==> src/design/nsc_pkg.sv <==
// Shared constants, codes and types for the NMEA sentence capture block.
package nsc_pkg;

    localparam int LINE_BYTES = 80;
    localparam int ADDR_W     = $clog2(LINE_BYTES);
    localparam int HEAD_BYTES = 6;
    localparam int ID_W       = 40;

    localparam logic [ID_W-1:0] ID_RESET = 40'h474E524D43;

    localparam logic [1:0] OP_RX    = 2'd0;
    localparam logic [1:0] OP_READ  = 2'd1;
    localparam logic [1:0] OP_CLEAR = 2'd2;

    localparam logic [7:0] CH_DOLLAR  = 8'h24;
    localparam logic [7:0] CH_NEWLINE = 8'h0A;
    localparam logic [7:0] CH_NUL     = 8'h00;

    // where read_data comes from once the request reaches the result side
    localparam logic [1:0] SRC_ZERO = 2'd0;
    localparam logic [1:0] SRC_BYTE = 2'd1;
    localparam logic [1:0] SRC_RAM  = 2'd2;

    typedef struct packed {
        logic [1:0] rd_src;
        logic [7:0] rd_byte;
        logic       done;
        logic       ready;
        logic [6:0] length;
    } nsc_res_t;

endpackage

==> src/design/nsc_in_if.sv <==
// Request channel: opcode, received byte and read index.
interface nsc_in_if;
    logic       valid;
    logic       ready;
    logic [1:0] opcode;
    logic [7:0] rx_byte;
    logic [6:0] read_index;

    modport source (output valid, output opcode, output rx_byte, output read_index,
                    input ready);
    modport sink (input valid, input opcode, input rx_byte, input read_index,
                  output ready);
endinterface

==> src/design/nsc_out_if.sv <==
// Result channel: read data, completion, ready flag and sentence length.
interface nsc_out_if;
    logic       valid;
    logic       ready;
    logic [7:0] read_data;
    logic       sentence_done;
    logic       ready_res;
    logic [6:0] sentence_length;

    modport source (output valid, output read_data, output sentence_done,
                    output ready_res, output sentence_length, input ready);
    modport sink (input valid, input read_data, input sentence_done,
                  input ready_res, input sentence_length, output ready);
endinterface

==> src/design/nsc_cfg_if.sv <==
// Configuration write channel carrying the sentence id.
interface nsc_cfg_if;
    logic                     valid;
    logic                     ready;
    logic [nsc_pkg::ID_W-1:0] sentence_id;

    modport source (output valid, output sentence_id, input ready);
    modport sink (input valid, input sentence_id, output ready);
endinterface

==> src/design/nsc_ram.sv <==
// Generic single-write, single-read RAM with registered read data.
module nsc_ram #(
    parameter int WIDTH = 8,
    parameter int DEPTH = 80
) (
    input  logic                     clk,
    input  logic                     wr_en,
    input  logic [$clog2(DEPTH)-1:0] wr_addr,
    input  logic [WIDTH-1:0]         wr_data,
    input  logic                     rd_en,
    input  logic [$clog2(DEPTH)-1:0] rd_addr,
    output logic [WIDTH-1:0]         rd_data
);

    logic [WIDTH-1:0] mem [0:DEPTH-1];

    always_ff @(posedge clk)
    begin
        if (wr_en)
        begin
            mem[wr_addr] <= wr_data;
        end
        if (rd_en)
        begin
            rd_data <= mem[rd_addr];
        end
    end

endmodule

==> src/design/nsc_parser.sv <==
// Sentence parser: header match, capture control, line store writes and read routing.
module nsc_parser (
    input  logic                        clk,
    input  logic                        rst_n,
    input  logic                        accept,
    input  logic [1:0]                  opcode,
    input  logic [7:0]                  rx_byte,
    input  logic [6:0]                  read_index,
    input  logic [nsc_pkg::ID_W-1:0]    sentence_id,
    output logic                        wr_en,
    output logic [nsc_pkg::ADDR_W-1:0]  wr_addr,
    output logic [7:0]                  wr_data,
    output logic                        rd_en,
    output logic [nsc_pkg::ADDR_W-1:0]  rd_addr,
    output nsc_pkg::nsc_res_t           res
);

    localparam logic [1:0] MODE_IDLE    = 2'd0;
    localparam logic [1:0] MODE_HEADER  = 2'd1;
    localparam logic [1:0] MODE_CAPTURE = 2'd2;

    localparam int AW = nsc_pkg::ADDR_W;

    logic [1:0]    mode_reg, mode_next;
    logic [AW-1:0] fc_reg, fc_next;
    logic          ready_reg, ready_next;
    logic [6:0]    length_reg, length_next;
    logic [AW-1:0] term_pos_reg, term_pos_next;
    logic          term_valid_reg, term_valid_next;
    logic          term_pend_reg, term_pend_next;

    logic [7:0] trial_reg [0:3];
    logic [7:0] head_reg [0:4];

    logic [AW:0]  fc_inc;
    logic         is_rx;
    logic         id_match;
    logic         trial_we;
    logic         head_we;
    logic         cap_we;
    logic         done_now;
    logic [1:0]   trial_idx;
    logic         idx_in_range;

    assign is_rx     = accept && (opcode == nsc_pkg::OP_RX);
    assign fc_inc    = {1'b0, fc_reg} + (AW+1)'(1);
    assign trial_idx = 2'(fc_reg - AW'(1));
    assign id_match  = ({trial_reg[0], trial_reg[1], trial_reg[2], trial_reg[3], rx_byte}
                        == sentence_id);

    always_comb
    begin
        mode_next       = mode_reg;
        fc_next         = fc_reg;
        ready_next      = ready_reg;
        length_next     = length_reg;
        term_pos_next   = term_pos_reg;
        term_valid_next = term_valid_reg;
        term_pend_next  = 1'b0;
        trial_we        = 1'b0;
        head_we         = 1'b0;
        cap_we          = 1'b0;
        done_now        = 1'b0;

        if (is_rx)
        begin
            case (mode_reg)
                MODE_HEADER:
                begin
                    fc_next = AW'(fc_inc);
                    if (fc_reg == AW'(nsc_pkg::HEAD_BYTES - 1))
                    begin
                        if (id_match)
                        begin
                            head_we   = 1'b1;
                            mode_next = MODE_CAPTURE;
                        end
                        else
                        begin
                            mode_next = MODE_IDLE;
                        end
                    end
                    else
                    begin
                        trial_we = 1'b1;
                    end
                end
                MODE_CAPTURE:
                begin
                    cap_we = 1'b1;
                    if (fc_reg == term_pos_reg)
                    begin
                        term_valid_next = 1'b0;
                    end
                    // overflow is checked before the newline
                    if (fc_inc >= (AW+1)'(nsc_pkg::LINE_BYTES))
                    begin
                        fc_next   = '0;
                        mode_next = MODE_IDLE;
                    end
                    else if (rx_byte == nsc_pkg::CH_NEWLINE)
                    begin
                        term_pos_next   = AW'(fc_inc);
                        term_valid_next = 1'b1;
                        term_pend_next  = 1'b1;
                        length_next     = 7'(fc_inc);
                        ready_next      = 1'b1;
                        fc_next         = '0;
                        mode_next       = MODE_IDLE;
                        done_now        = 1'b1;
                    end
                    else
                    begin
                        fc_next = AW'(fc_inc);
                    end
                end
                default:
                begin
                    if (rx_byte == nsc_pkg::CH_DOLLAR)
                    begin
                        mode_next = MODE_HEADER;
                        fc_next   = AW'(1);
                    end
                end
            endcase
        end
        else if (accept && (opcode == nsc_pkg::OP_CLEAR))
        begin
            ready_next = 1'b0;
        end
    end

    // the terminator lands in the RAM the cycle after the newline, while the parser idles
    assign wr_en   = cap_we || term_pend_reg;
    assign wr_addr = term_pend_reg ? term_pos_reg : fc_reg;
    assign wr_data = term_pend_reg ? nsc_pkg::CH_NUL : rx_byte;

    // read routing: header bytes live in flops, the terminator is tracked by position
    assign idx_in_range = ({1'b0, read_index} < 8'(nsc_pkg::LINE_BYTES));
    assign rd_addr      = AW'(read_index);

    always_comb
    begin
        rd_en       = 1'b0;
        res.rd_src  = nsc_pkg::SRC_ZERO;
        res.rd_byte = nsc_pkg::CH_NUL;
        res.done    = done_now;
        res.ready   = ready_next;
        res.length  = length_next;
        if (accept && (opcode == nsc_pkg::OP_READ) && idx_in_range)
        begin
            if (read_index == 7'd0)
            begin
                res.rd_src  = nsc_pkg::SRC_BYTE;
                res.rd_byte = nsc_pkg::CH_DOLLAR;
            end
            else if (read_index < 7'(nsc_pkg::HEAD_BYTES))
            begin
                res.rd_src  = nsc_pkg::SRC_BYTE;
                res.rd_byte = head_reg[3'(read_index - 7'd1)];
            end
            else if (term_valid_reg && (AW'(read_index) == term_pos_reg))
            begin
                res.rd_src = nsc_pkg::SRC_ZERO;
            end
            else
            begin
                res.rd_src = nsc_pkg::SRC_RAM;
                rd_en      = 1'b1;
            end
        end
    end

    always_ff @(posedge clk or negedge rst_n)
    begin
        if (!rst_n)
        begin
            mode_reg       <= MODE_IDLE;
            fc_reg         <= '0;
            ready_reg      <= 1'b0;
            length_reg     <= '0;
            term_pos_reg   <= '0;
            term_valid_reg <= 1'b0;
            term_pend_reg  <= 1'b0;
        end
        else
        begin
            mode_reg       <= mode_next;
            fc_reg         <= fc_next;
            ready_reg      <= ready_next;
            length_reg     <= length_next;
            term_pos_reg   <= term_pos_next;
            term_valid_reg <= term_valid_next;
            term_pend_reg  <= term_pend_next;
        end
    end

    always_ff @(posedge clk)
    begin
        if (trial_we)
        begin
            trial_reg[trial_idx] <= rx_byte;
        end
        if (head_we)
        begin
            head_reg[0] <= trial_reg[0];
            head_reg[1] <= trial_reg[1];
            head_reg[2] <= trial_reg[2];
            head_reg[3] <= trial_reg[3];
            head_reg[4] <= rx_byte;
        end
    end

`ifndef SYNTHESIS
    a_capture_past_header: assert property (@(posedge clk) disable iff (!rst_n)
        (mode_reg == MODE_CAPTURE) |-> (fc_reg >= AW'(nsc_pkg::HEAD_BYTES)))
        else $error("capture running inside the header region");

    a_done_returns_idle: assert property (@(posedge clk) disable iff (!rst_n)
        done_now |=> (mode_reg == MODE_IDLE) && ready_reg && (fc_reg == '0))
        else $error("completed sentence did not settle the parser");

    a_term_after_header: assert property (@(posedge clk) disable iff (!rst_n)
        term_valid_reg |-> (term_pos_reg > AW'(nsc_pkg::HEAD_BYTES)))
        else $error("terminator position inside the header");

    a_header_count: assert property (@(posedge clk) disable iff (!rst_n)
        (mode_reg == MODE_HEADER) |-> (fc_reg >= AW'(1))
            && (fc_reg < AW'(nsc_pkg::HEAD_BYTES)))
        else $error("header byte count out of range");

    a_term_write_free: assert property (@(posedge clk) disable iff (!rst_n)
        term_pend_reg |-> !cap_we)
        else $error("terminator write collides with a capture write");
`endif

endmodule

==> src/design/nsc_out_stage.sv <==
// Result side: holding stage for the RAM read and the result register.
module nsc_out_stage (
    input  logic              clk,
    input  logic              rst_n,
    input  logic              accept,
    input  nsc_pkg::nsc_res_t res,
    input  logic [7:0]        ram_q,
    output logic              in_ready,
    nsc_out_if.source         result
);

    logic              a_valid_reg, a_valid_next;
    nsc_pkg::nsc_res_t a_res_reg;
    logic              o_valid_reg, o_valid_next;
    logic [7:0]        o_data_reg;
    logic              o_done_reg;
    logic              o_ready_reg;
    logic [6:0]        o_length_reg;
    logic              a_move;
    logic [7:0]        rd_value;

    // the RAM data is held while the stage waits, since reads only fire on accept
    assign a_move   = a_valid_reg && (!o_valid_reg || result.ready);
    assign in_ready = !a_valid_reg || a_move;

    always_comb
    begin
        case (a_res_reg.rd_src)
            nsc_pkg::SRC_BYTE: rd_value = a_res_reg.rd_byte;
            nsc_pkg::SRC_RAM:  rd_value = ram_q;
            default:           rd_value = nsc_pkg::CH_NUL;
        endcase
    end

    always_comb
    begin
        a_valid_next = a_valid_reg;
        if (accept)
        begin
            a_valid_next = 1'b1;
        end
        else if (a_move)
        begin
            a_valid_next = 1'b0;
        end

        o_valid_next = o_valid_reg;
        if (a_move)
        begin
            o_valid_next = 1'b1;
        end
        else if (result.ready)
        begin
            o_valid_next = 1'b0;
        end
    end

    always_ff @(posedge clk or negedge rst_n)
    begin
        if (!rst_n)
        begin
            a_valid_reg <= 1'b0;
            o_valid_reg <= 1'b0;
        end
        else
        begin
            a_valid_reg <= a_valid_next;
            o_valid_reg <= o_valid_next;
        end
    end

    always_ff @(posedge clk)
    begin
        if (accept)
        begin
            a_res_reg <= res;
        end
        if (a_move)
        begin
            o_data_reg   <= rd_value;
            o_done_reg   <= a_res_reg.done;
            o_ready_reg  <= a_res_reg.ready;
            o_length_reg <= a_res_reg.length;
        end
    end

    assign result.valid           = o_valid_reg;
    assign result.read_data       = o_data_reg;
    assign result.sentence_done   = o_done_reg;
    assign result.ready_res       = o_ready_reg;
    assign result.sentence_length = o_length_reg;

endmodule

==> src/design/nmea_sentence_capture.sv <==
// An accepted request is registered in the holding stage, then moved to the result register that drives result.valid.
// Throughput: one request per cycle while the output does not stall; two results can wait while the output stalls.
// Read data comes from the line store RAM's registered port in the middle stage.
// Reset: parser idle, ready flag and length cleared, id set to GNRMC;
// line store and header bytes are not cleared and stay undefined until written.
module nmea_sentence_capture (
    input  logic      clk,
    input  logic      rst_n,
    nsc_in_if.sink    item,
    nsc_cfg_if.sink   cfg,
    nsc_out_if.source result
);

    logic [nsc_pkg::ID_W-1:0]   id_reg;
    logic                       accept;
    logic                       in_ready;
    logic                       wr_en;
    logic [nsc_pkg::ADDR_W-1:0] wr_addr;
    logic [7:0]                 wr_data;
    logic                       rd_en;
    logic [nsc_pkg::ADDR_W-1:0] rd_addr;
    logic [7:0]                 ram_q;
    nsc_pkg::nsc_res_t          res;

    assign cfg.ready  = 1'b1;
    assign item.ready = in_ready;
    assign accept     = item.valid && in_ready;

    always_ff @(posedge clk or negedge rst_n)
    begin
        if (!rst_n)
        begin
            id_reg <= nsc_pkg::ID_RESET;
        end
        else if (cfg.valid)
        begin
            id_reg <= cfg.sentence_id;
        end
    end

    nsc_parser u_parser (
        .clk         (clk),
        .rst_n       (rst_n),
        .accept      (accept),
        .opcode      (item.opcode),
        .rx_byte     (item.rx_byte),
        .read_index  (item.read_index),
        .sentence_id (id_reg),
        .wr_en       (wr_en),
        .wr_addr     (wr_addr),
        .wr_data     (wr_data),
        .rd_en       (rd_en),
        .rd_addr     (rd_addr),
        .res         (res)
    );

    nsc_ram #(
        .WIDTH (8),
        .DEPTH (nsc_pkg::LINE_BYTES)
    ) u_line_store (
        .clk     (clk),
        .wr_en   (wr_en),
        .wr_addr (wr_addr),
        .wr_data (wr_data),
        .rd_en   (rd_en),
        .rd_addr (rd_addr),
        .rd_data (ram_q)
    );

    nsc_out_stage u_out (
        .clk      (clk),
        .rst_n    (rst_n),
        .accept   (accept),
        .res      (res),
        .ram_q    (ram_q),
        .in_ready (in_ready),
        .result   (result)
    );

endmodule

==> src/flat_wrapper.sv <==
// flat-port wrapper written by rule: the top's interface ports become plain ports
module nmea_sentence_capture_flat 
  (clk, rst_n, item_valid, item_opcode, item_rx_byte, item_read_index, item_ready, cfg_valid, cfg_sentence_id, cfg_ready, result_valid, result_read_data, result_sentence_done, result_ready_res, result_sentence_length, result_ready);
  nsc_in_if item_i ();
  nsc_cfg_if cfg_i ();
  nsc_out_if result_i ();
  input  logic clk;
  input  logic rst_n;
  input wire logic [$bits(item_i.valid)-1:0] item_valid;
  input wire logic [$bits(item_i.opcode)-1:0] item_opcode;
  input wire logic [$bits(item_i.rx_byte)-1:0] item_rx_byte;
  input wire logic [$bits(item_i.read_index)-1:0] item_read_index;
  output wire logic [$bits(item_i.ready)-1:0] item_ready;
  input wire logic [$bits(cfg_i.valid)-1:0] cfg_valid;
  input wire logic [$bits(cfg_i.sentence_id)-1:0] cfg_sentence_id;
  output wire logic [$bits(cfg_i.ready)-1:0] cfg_ready;
  output wire logic [$bits(result_i.valid)-1:0] result_valid;
  output wire logic [$bits(result_i.read_data)-1:0] result_read_data;
  output wire logic [$bits(result_i.sentence_done)-1:0] result_sentence_done;
  output wire logic [$bits(result_i.ready_res)-1:0] result_ready_res;
  output wire logic [$bits(result_i.sentence_length)-1:0] result_sentence_length;
  input wire logic [$bits(result_i.ready)-1:0] result_ready;
  assign item_i.valid = item_valid;
  assign item_i.opcode = item_opcode;
  assign item_i.rx_byte = item_rx_byte;
  assign item_i.read_index = item_read_index;
  assign item_ready = item_i.ready;
  assign cfg_i.valid = cfg_valid;
  assign cfg_i.sentence_id = cfg_sentence_id;
  assign cfg_ready = cfg_i.ready;
  assign result_valid = result_i.valid;
  assign result_read_data = result_i.read_data;
  assign result_sentence_done = result_i.sentence_done;
  assign result_ready_res = result_i.ready_res;
  assign result_sentence_length = result_i.sentence_length;
  assign result_i.ready = result_ready;
  nmea_sentence_capture u_core (.clk(clk), .rst_n(rst_n), .item(item_i), .cfg(cfg_i), .result(result_i));
endmodule
==> config.mk <==
export PLATFORM = sky130hd
export DESIGN_NAME = nmea_sentence_capture_flat
export DESIGN_NICKNAME = d
export VERILOG_FILES = /design/src/design/nsc_pkg.sv /design/src/design/nsc_in_if.sv /design/src/design/nsc_out_if.sv /design/src/design/nsc_cfg_if.sv /design/src/design/nsc_ram.sv /design/src/design/nsc_parser.sv /design/src/design/nsc_out_stage.sv /design/src/design/nmea_sentence_capture.sv /design/src/flat_wrapper.sv
export SDC_FILE = /design/constraint.sdc
export NUM_CORES = 1
export LEC_CHECK = 0
export ABC_AREA = 1
export BUFFER_PORTS_ARGS = -buffer_cell sky130_fd_sc_hd__clkbuf_2
export CAP_MARGIN = 20
export CORE_MARGIN = 2
export CORE_UTILIZATION = 62
export CTS_BUF_LIST = sky130_fd_sc_hd__clkbuf_4 sky130_fd_sc_hd__clkbuf_8 sky130_fd_sc_hd__clkbuf_16
export DETAILED_ROUTE_END_ITERATION = 8
export GPL_ROUTABILITY_DRIVEN = 0
export PLACE_DENSITY_LB_ADDON = 0.2
export SETUP_SLACK_MARGIN = 0.5
export SYNTH_ARGS = -nofsm -noshare
export SYNTH_HDL_FRONTEND = slang
export SYNTH_HIERARCHICAL = 1
export SYNTH_SLANG_ARGS = --single-unit
==> constraint.sdc <==
create_clock -name clk -period 3.96 [get_ports clk]
set_input_delay 0.396 -clock clk [delete_from_list [all_inputs] [get_ports clk]]
set_output_delay 0.396 -clock clk [all_outputs]
set_load 0.03 [all_outputs]
==> results of run 1 <==
cells in the mapped netlist, drive strengths merged (18+ instances only):
| cell type | n | area, um^2 |
|---|---|---|
| inv | 109 | 424 |
| nor2 | 227 | 862 |
| nand2 | 933 | 3540 |
| dfrtp | 50 | 1250 |
| clkbuf | 38 | 174 |
| buf | 134 | 1060 |
| dfstp | 18 | 473 |
| o21ai | 120 | 616 |
| o22ai | 22 | 138 |
| edfxtp | 756 | 22700 |
| nand3 | 499 | 2510 |
| nor3 | 19 | 95.1 |
final cells by class:
type | instances | area share
Clock buffer | 103 | 0.0606
Clock inverter | 44 | 0.0107
Inverter | 109 | 0.0111
Multi-Input combinational cell | 1904 | 0.224
Sequential cell | 824 | 0.637
Tap cell | 748 | 0.0244
Timing Repair Buffer | 165 | 0.0324
timing repair:
| action | in CTS | in global routing |
|---|---|---|
| setup buffers | 0 | 0 |
| endpoints found under the setup margin | 0 | 42 |
| resized for setup | 0 | 4 |
| hold buffers | 40 | 0 |
| endpoints found under the hold margin | 59 | 0 |
power by group:
| group | internal [mW] | switching, mW |
|---|---|---|
| clock network | 4.61 | 3.18 |
| logic | 0.386 | 1.00 |
| registers | 9.61 | 0.0804 |
per-stage QoR:
| step | instance area [um^2] | instances | power [mW] | util | hold slack (ns) |
|---|---|---|---|---|---|
| after floorplan | 34600 | 3009 | 10.8 | - | 0.100 |
| after global placement | 35200 | 3708 | 11.2 | 0.638 | 0.406 |
| after detailed placement | 35200 | 3709 | 11.2 | 0.639 | 0.405 |
| after CTS | 38300 | 3896 | 18.9 | 0.696 | 0.00270 |
| after global routing | 38300 | 3897 | 19.4 | 0.696 | 0.0376 |
| final | 38300 | 3897 | 18.9 | 0.696 | 0.0363 |
per-layer routing:
layer,routed length (um),global-route usage
met2,39700,0.470
met1,33400,0.409
met3,7380,0.0437
met4,3210,0.135
met5,0,0
worst min-delay path, delay by kind of cell:
kind                   cells  cell delay [ns]
AND/OR/NAND/NOR            2             0.10
buffers and inverters      2             0.12
path summary, 6_finish.rpt:
kind	from	end	slack, ns	cells past startpoint
worst min-delay path	result_ready	u_core/u_out/result.valid$_DFFE_PN0P_	0.04	4
worst max register to register	u_core/u_parser/term_pend_reg$_DFF_PN0_	u_core/u_line_store/mem[67][4]$_DFFE_PP_	0.64	6
min in group asynchronous	rst_n	u_core/id_reg[4]$_DFFE_PN0P_	0.41	2
max in group asynchronous	rst_n	u_core/u_parser/fc_reg[0]$_DFFE_PN0P_	2.54	3
worst min register to register	u_core/u_out/a_res_reg[6]$_DFFE_PP_	u_core/u_out/result.sentence_length[6]$_DFFE_PP_	0.42	0
worst max-delay path	u_core/u_parser/term_pend_reg$_DFF_PN0_	u_core/u_line_store/mem[67][4]$_DFFE_PP_	0.64	6
kinds of logic (layout without fill, tap and decap cells):
| group | count (synthesis) | in the layout | share of synthesized area |
|---|---|---|---|
| AOI/OAI and AO/OA | 181 | 181 | 0.0315 |
| xor gates and xnor gates | 22 | 22 | 0.00557 |
| buffers and inverters | 281 | 421 | 0.0479 |
| other | 1 | 1 | 0.000108 |
| and+or+nand+nor | 1689 | 1689 | 0.204 |
| DFF | 824 | 824 | 0.706 |
| adders and majority gates | 11 | 11 | 0.00398 |
==> metrics, run 1 <==
initial antenna violation count 0; status finished clean; clk slew on worst S/H paths approximately 0.060 ns; MaxCap Viol Count 0; VDD IR-drop max between 0.4 and 0.5 mV; largest net degree at the start of global routing 113; post-synthesis register bit count roughly 820; row cnt 86; clk_lat worst skew 0.65 ns; average vias per placed instance between 5 and 6; final max-slew violation count 0; drt wl/cell 21.5 um; ys flop type edfxtp_1; Die Span Y around 240 um; n_diodes 0; die span in x 240 um; Clock H-tree levels 3; Post-Syn Nets 3082; slowest CP cell nor2_1; post-synth cell types 47; YS warnings 6; Crit path max-delay family simple AND/OR/NAND/NOR gates; setup TNS 0 ns; starting density of the core 0.628; port bufs 80; DRC Markers 0; commonest non-fill, non-tap cell in the layout nand2_1; area grow syn2layout 10.9%; max incr delay on CP 0.76 ns; die area approximately 0.058 mm^2; Final Hold Fails 0; Multi-input gate area 0.00857 mm^2; crit path DAT 3.58 ns; sequential area share after synthesis 0.706; Num CTS Buffers 82; final wirelength approximately 84 mm; remaining global-route overflow 0; Sink Count 824; DR iter-0 viols 2871; Critical Path RT 4.22 ns; commonest cells after routing, fill and taps aside nand2_1, edfxtp_1, nand3_1; Tcrit/Tclk final 0.838; Slew Limit Headroom 0.226; post-route worst setup slack between 0.6 and 0.7 ns; Post-Syn Area 0.0346 mm^2; CP Capture Type register; vias in the first global route about 23000; final setup vio count 0; post-placement worst setup slack around 0.70 ns; antenna-violating nets left 0; first-pass GRT wire length around 130 mm; I/O pin count 82; Post-synth EDFFs about 760; LEAKAGE about 14 nW; min-delay worst type input port to register; Crit Path Max Fanout 14; CP Class register to register; CP bufs+invs 2; Pre-antenna DRT Iters 6; Core Region approximately 0.055 mm^2; via count about 23000; Post-synth ARST share 0.0825; Final min period between 3 and 4 ns; clk_skew 0.0331 ns; Layout Nets about 3200; CTS root buffer clkbuf_16; fraction of layout cells with a size suffix above 1 0.108; mean post-synth cell area between 10 and 15 um^2; Startpoint Class register; CP Cell Sequence buf_4 -> o21ai_0 -> inv_1 -> nor3_1 -> nand2_1 -> nor2_1; HPWL after DPL ~50 mm; RSZ-0062 raised after global routing true; P per Cell Area 492 mW/mm^2; Filler cells about 3900; GRT Total Usage 0.296; Clock Tree Buf Depth 3; CTS tree built; Reg area 0.0244 mm^2; Gate Count Post-Synth about 3000; fmax ~300 MHz; Slew @ Worst Pin between 1 and 1.5 ns; max reg flops 640
(Power assumes the default switching activity.)
==> run 2: changes to the inputs <==
ABC_AREA = 0   (was 1)
CORE_UTILIZATION = 56   (was 62)
clock period = 2.92 ns   (was 3.96 ns; I/O delays follow)
==> run 2 against run 1 <==
  * Core utilization decreased by 1.4 points
  * Largest power group unchanged
  * Fmax increased by 36%
  * Largest cell class unchanged
  * Register-to-register slack got worse by 0.16 ns
  * Global-route usage decreased by 4.5 points
==> metrics, run 2 <==
Startpoint Class register; mean post-synth cell area roughly 20 um^2; commonest non-fill, non-tap cell in the layout edfxtp_1; Filler cells about 3600; die span in x 246 um; clk_lat worst skew ~0.62 ns; Tcrit/Tclk final 0.836; die area 0.0603 mm^2; Yosys top cell by area edfxtp_1; I/O pin count between 80 and 90; fraction of layout cells with a size suffix above 1 0.381; Hold WS 0.0615 ns; area grow syn2layout 20.5%; max reg flops 640; Seq pwr share 0.507; GRT Total Usage 0.250; initial antenna violation count 0; synth cell count leaders edfxtp_1, mux4_2, nor2_1; Reg area around 0.024 mm^2; remaining global-route overflow 0; DRC Markers 0; switching part of the total 0.214; CP Capture Type register; Worst setup startpoint u_core/u_parser/term_pend_reg$_DFF_PN0_; VDD IR-drop max roughly 0.5 mV; status finished clean; worst reg2reg endpoint u_core/u_line_store/mem[35][2]$_DFFE_PP_; Pre-antenna DRT Iters 5; Post-Syn Nets 1698; final wirelength 73.1 mm; RSZ-0062 raised after global routing true; ys flop type edfxtp_1; flop-to-flop setup slack 0.48 ns; MaxCap Viol Count 0; post-placement worst setup slack between 0.15 and 0.2 ns; combinational share of power 0.072; r2r worst-path depth 7; Finished Cell Area between 0.03 and 0.04 mm^2; worst setup path end u_core/u_line_store/mem[35][2]$_DFFE_PP_; post-route worst setup slack around 0.48 ns; Sink Count between 800 and 900; starting density of the core 0.566; P per Cell Area approximately 660 mW/mm^2; HPWL after DPL ~45 mm; Crit Path Max Fanout 11; Clock Tree Buf Depth 3; post-synthesis register bit count around 820; LEAKAGE roughly 13 nW; Layout Nets a little under 2000; Area contributors post-synth edfxtp_1, mux4_2, dfrtp_1, mux2_2, xnor2_1; Final min period about 2.4 ns; Clock H-tree levels 3; CTS tree built; most frequent cell after synthesis edfxtp_1; min-delay worst type input port to register; Die Span Y roughly 250 um; largest net degree at the start of global routing 81; post-synth cell types 54; sw power 5.54 mW; sequential area share after synthesis 0.747; Post-synth ARST share 0.0825; Gate Count Post-Synth around 1600; Post-synth EDFFs approximately 760; antenna-violating nets left 0; DR iter-0 viols 1737; n_diodes 0; Slew Limit Headroom 0.322; first-pass GRT wire length ~110 mm; Post-Syn Area around 0.033 mm^2; final setup vio count 0; row cnt slightly below 90; via count 16700; CP Class register to register; Placed Instance Area between 0.03 and 0.04 mm^2; commonest cells after routing, fill and taps aside edfxtp_1, mux4_2, buf_4; Critical Path RT roughly 3.2 ns; Slew @ Worst Pin approximately 1 ns; Final Hold Fails 0; drt wl/cell 26.9 um; clk_skew slightly above 0.03 ns; final max-slew violation count 0; Yosys top cell area share 0.695; design internal power around 20 mW; average vias per placed instance 6.14; clk slew on worst S/H paths 0.06 ns; clock network power share 0.421; RR Startpoint u_core/u_parser/term_pend_reg$_DFF_PN0_; fmax slightly above 400 MHz; vias in the first global route 17200; port bufs 80; Multi-input gate area between 0.008 and 0.009 mm^2; YS warnings 6; CTS root buffer clkbuf_16; Core Region 0.0577 mm^2; Num CTS Buffers 81; crit path DAT 2.74 ns
[run 2: stage by stage]
step                TNS (ns)  total power, mW  cells  utilization
detailed placement         0             15.1   2466        0.606
finish                     0             25.9   2720        0.682
global route               0             26.6   2720        0.682
CTS                        0             26.0   2700        0.675
global placement           0             15.0   2466        0.606
floorplan            -207.36             14.5   1625            -
[run 2: worst min path at each step]
stage | start | endpoint | slack (ns) | cells after the start
6_report | item_rx_byte[7] | u_core/u_parser/trial_reg[0][7]$_DFFE_PP_ | 0.06 | 1
5_1_grt | item_rx_byte[7] | u_core/u_parser/trial_reg[3][7]$_DFFE_PP_ | 0.04 | 1
4_1_cts | item_rx_byte[7] | u_core/u_parser/head_reg[4][7]$_DFFE_PP_ | 0.04 | 1
3_5_place_dp | rst_n | u_core/id_reg[2]$_DFFE_PN0P_ | 0.35 | 1
3_3_place_gp | rst_n | u_core/id_reg[2]$_DFFE_PN0P_ | 0.33 | 1
2_1_floorplan | rst_n | u_core/id_reg[12]$_DFFE_PN0P_ | -0.004 | 0
[run 2: layer usage]
metal | global-route usage | share of wire | vias up
met5 | 0 | 0 | -
met4 | 0.0626 | 0.019 | 0
met3 | 0.0422 | 0.074 | 105
met2 | 0.401 | 0.50 | 665
met1 | 0.365 | 0.41 | 8798
li1 | - | - | 7139
[run 2: kinds of logic after synthesis]
kind of cell	synth area share
AOI/OAI and AO/OA	0.0251
and+or+nand+nor	0.0405
muxes	0.151
adders and majority gates	0.00421
xor gates and xnor gates	0.0153
other	0.000115
DFF	0.747
buffers and inverters	0.0168
[run 2: repair_timing]
| action | 4_1_cts | 5_1_grt |
|---|---|---|
| setup buffers | 40 | 20 |
| pin swaps | 26 | 27 |
| resized for setup | 22 | 27 |
| cloned | 1 | 0 |
| setup endpoints to repair | 733 | 542 |
| hold buffers | 46 | 0 |
| endpoints found under the hold margin | 74 | 0 |
[run 2: critical path, stage by stage, from the launching register on]
cell and delay [ns]:
dfrtp_2 0.51, buf_6 0.27, nand2_1 0.13, o21ai_4 0.15
nor2b_1 0.34, nand3_4 0.30, nor2_1 0.20, buf_4 0.21
[run 2: area by class of cell]
cell class	count	share of cell area
sequential	824	0.621
multi-input combinational	705	0.218
timing repair buffer	267	0.0649
clock buffer	97	0.0559
tap	765	0.0243
clock inverter	50	0.0152
inverter	12	0.00124
[run 2: power groups by stage]
stage | Combinational [mW] | Clock (mW) | Sequential, mW
floorplan | 1.04 | 0 | 13.4
global placement | 1.66 | 0 | 13.4
detailed placement | 1.70 | 0 | 13.4
CTS | 1.82 | 11.0 | 13.1
global route | 1.97 | 11.5 | 13.1
finish | 1.86 | 10.9 | 13.1
==> run 3: changes to the inputs <==
CORE_UTILIZATION = 62   (was 56)
clock period = 2.4 ns   (was 2.92 ns; I/O delays follow)
==> run 3 against run 2 <==
  * The flow now finishes with violations (negative setup slack)
  * Die area is 9.5% lower
  * Setup slack worse by 0.61 ns
  * First-iteration DRC count is 33% higher
  * Register-to-register slack worse by 0.61 ns
  * Core utilization is 9.2 points higher
  * Sequential cell count stayed put
  * Critical path type unchanged
  * Largest cell class unchanged
==> metrics, run 3 (same netlist as run 2, synthesis figures left out) <==
HPWL after DPL approximately 47 mm; die span in x ~230 um; Clock H-tree levels 3; slowest CP cell edfxtp_1; RSZ-0062 raised after global routing true; DR iter-0 viols 2311; crit path DAT between 2 and 3 ns; clk_skew around 0.026 ns; drt wl/cell just over 30 um; CP bufs+invs 3; initial antenna violation count 2; area grow syn2layout 24.0%; metal3 WL roughly 8.1 mm; Slew Limit Headroom 0.395; port bufs 80; vias in the first global route 17900; final max-slew violation count 0; max reg flops 640; I/O pin count just over 80; Core Region around 0.052 mm^2; VDD IR-drop max 0.687 mV; CP Capture Type register; Pre-antenna DRT Iters 5; Crit path max-delay family simple AND/OR/NAND/NOR gates; first-pass GRT wire length between 100 and 150 mm; average vias per placed instance between 6 and 7; P per Cell Area around 790 mW/mm^2; clk_lat worst skew approximately 0.63 ns; Hold WS 0.0232 ns; wl on met1 30.0 mm; Sink Count between 800 and 900; status complete, but fails checks; DP Cell Count about 2500; final setup vio count 52; Die Span Y about 230 um; Clock Tree Buf Depth 3; commonest non-fill, non-tap cell in the layout edfxtp_1; die area around 0.055 mm^2; max incr delay on CP between 0.4 and 0.5 ns; min-delay worst type input port to register; Final Hold Fails 0; Final min period 2.53 ns; metal2 WL 41.1 mm; Startpoint Class register; fraction of layout cells with a size suffix above 1 0.414; Critical Path RT about 2.7 ns; Num CTS Buffers 81; CTS tree built; post-route worst setup slack -0.135 ns; CP Cell Sequence xnor2_1 -> nand4_1 -> nor4_2 -> nand3_2 -> nor4_4 -> buf_6 -> buf_6 -> buf_6; via count approximately 18000; final wirelength approximately 83 mm; remaining global-route overflow 0; Tcrit/Tclk final 1.06; MaxCap Viol Count 0; Finished Layout Cells roughly 2700; antenna-violating nets left 0; Slew @ Worst Pin 0.905 ns; Layout Nets approximately 2100; row cnt 84; overall power ~32 mW; Max Used Layer met4; CP Class register to register; commonest cells after routing, fill and taps aside edfxtp_1, mux4_2, buf_4; fin util 0.774; LEAKAGE between 10 and 15 nW; failing checks negative setup slack; largest net degree at the start of global routing 81; CP dominant cell by count buf_6; starting density of the core 0.624; GRT Total Usage 0.298; fmax around 390 MHz; clk slew on worst S/H paths around 0.06 ns; Crit Path Max Fanout 8; DRC Markers 0; CTS root buffer clkbuf_16
-- run 3: final cells by class --
| class | count | area, um^2 |
|---|---|---|
| multi-input combinational | 705 | 8720 |
| timing repair buffer | 354 | 3610 |
| clock inverter | 41 | 512 |
| fill | 2620 | 11800 |
| tap | 688 | 861 |
| sequential | 824 | 24400 |
| clock buffer | 109 | 2330 |
| inverter | 12 | 45.0 |
| antenna | 2 | 5.00 |
-- run 3: timing repair --
item | in CTS | in global routing
hold buffers | 44 | 0
setup buffers | 22 | 21
hold endpoints to repair | 65 | 0
pin swaps | 42 | 29
gates resized for setup | 80 | 97
endpoints found under the setup margin | 770 | 771
cloned | 0 | 9
-- run 3: final timing paths --
check | start | endpoint | slack, ns | depth (start not counted)
worst max-delay path | u_core/u_parser/trial_reg[2][0]$_DFFE_PP_ | u_core/u_parser/head_reg[4][3]$_DFFE_PP_ | -0.13 | 8
worst min-delay path | item_rx_byte[5] | u_core/u_parser/trial_reg[0][5]$_DFFE_PP_ | 0.02 | 2
worst max register to register | u_core/u_parser/trial_reg[2][0]$_DFFE_PP_ | u_core/u_parser/head_reg[4][3]$_DFFE_PP_ | -0.13 | 8
worst min register to register | u_core/u_out/a_res_reg[0]$_DFFE_PP_ | u_core/u_out/result.sentence_length[0]$_DFFE_PP_ | 0.44 | 0
max in group asynchronous | rst_n | u_core/id_reg[22]$_DFFE_PN1P_ | 1.47 | 3
min in group asynchronous | rst_n | u_core/id_reg[24]$_DFFE_PN0P_ | 0.18 | 2
-- run 3: worst reg2reg max path, cell delays in order, from the launching register on --
cell	delay [ns]
edfxtp_1	0.47
xnor2_1	0.26
nand4_1	0.23
nor4_2	0.28
nand3_2	0.21
nor4_4	0.32
buf_6	0.24
buf_6	0.13
buf_6	0.11
-- run 3: metal layers --
| metal | up-vias | global-route usage |
|---|---|---|
| met5 | - | 0 |
| met4 | 0 | 0.111 |
| met3 | 201 | 0.0591 |
| met2 | 1151 | 0.478 |
| met1 | 9144 | 0.413 |
| li1 | 7321 | - |
-- run 3: metrics by stage --
step	instance area (um^2)	setup WS (ns)	setup TNS [ns]
floorplan	33200	-0.852	-547.83
global placement	35800	-0.0858	-8.33
detailed placement	35800	-0.143	-21.56
CTS	39700	0.0746	0
global route	40500	-0.240	-14.49
finish	40500	-0.135	-2.91
-- run 3: report_power, final --
group | total, mW | switching, mW | internal [mW] | leakage [nW]
clock | 13.5 | 5.34 | 8.13 | 1.41
sequential | 16.0 | 0.124 | 15.9 | 7.65
combinational | 2.60 | 1.48 | 1.12 | 4.55
total | 32.0 | 6.95 | 25.1 | 13.6
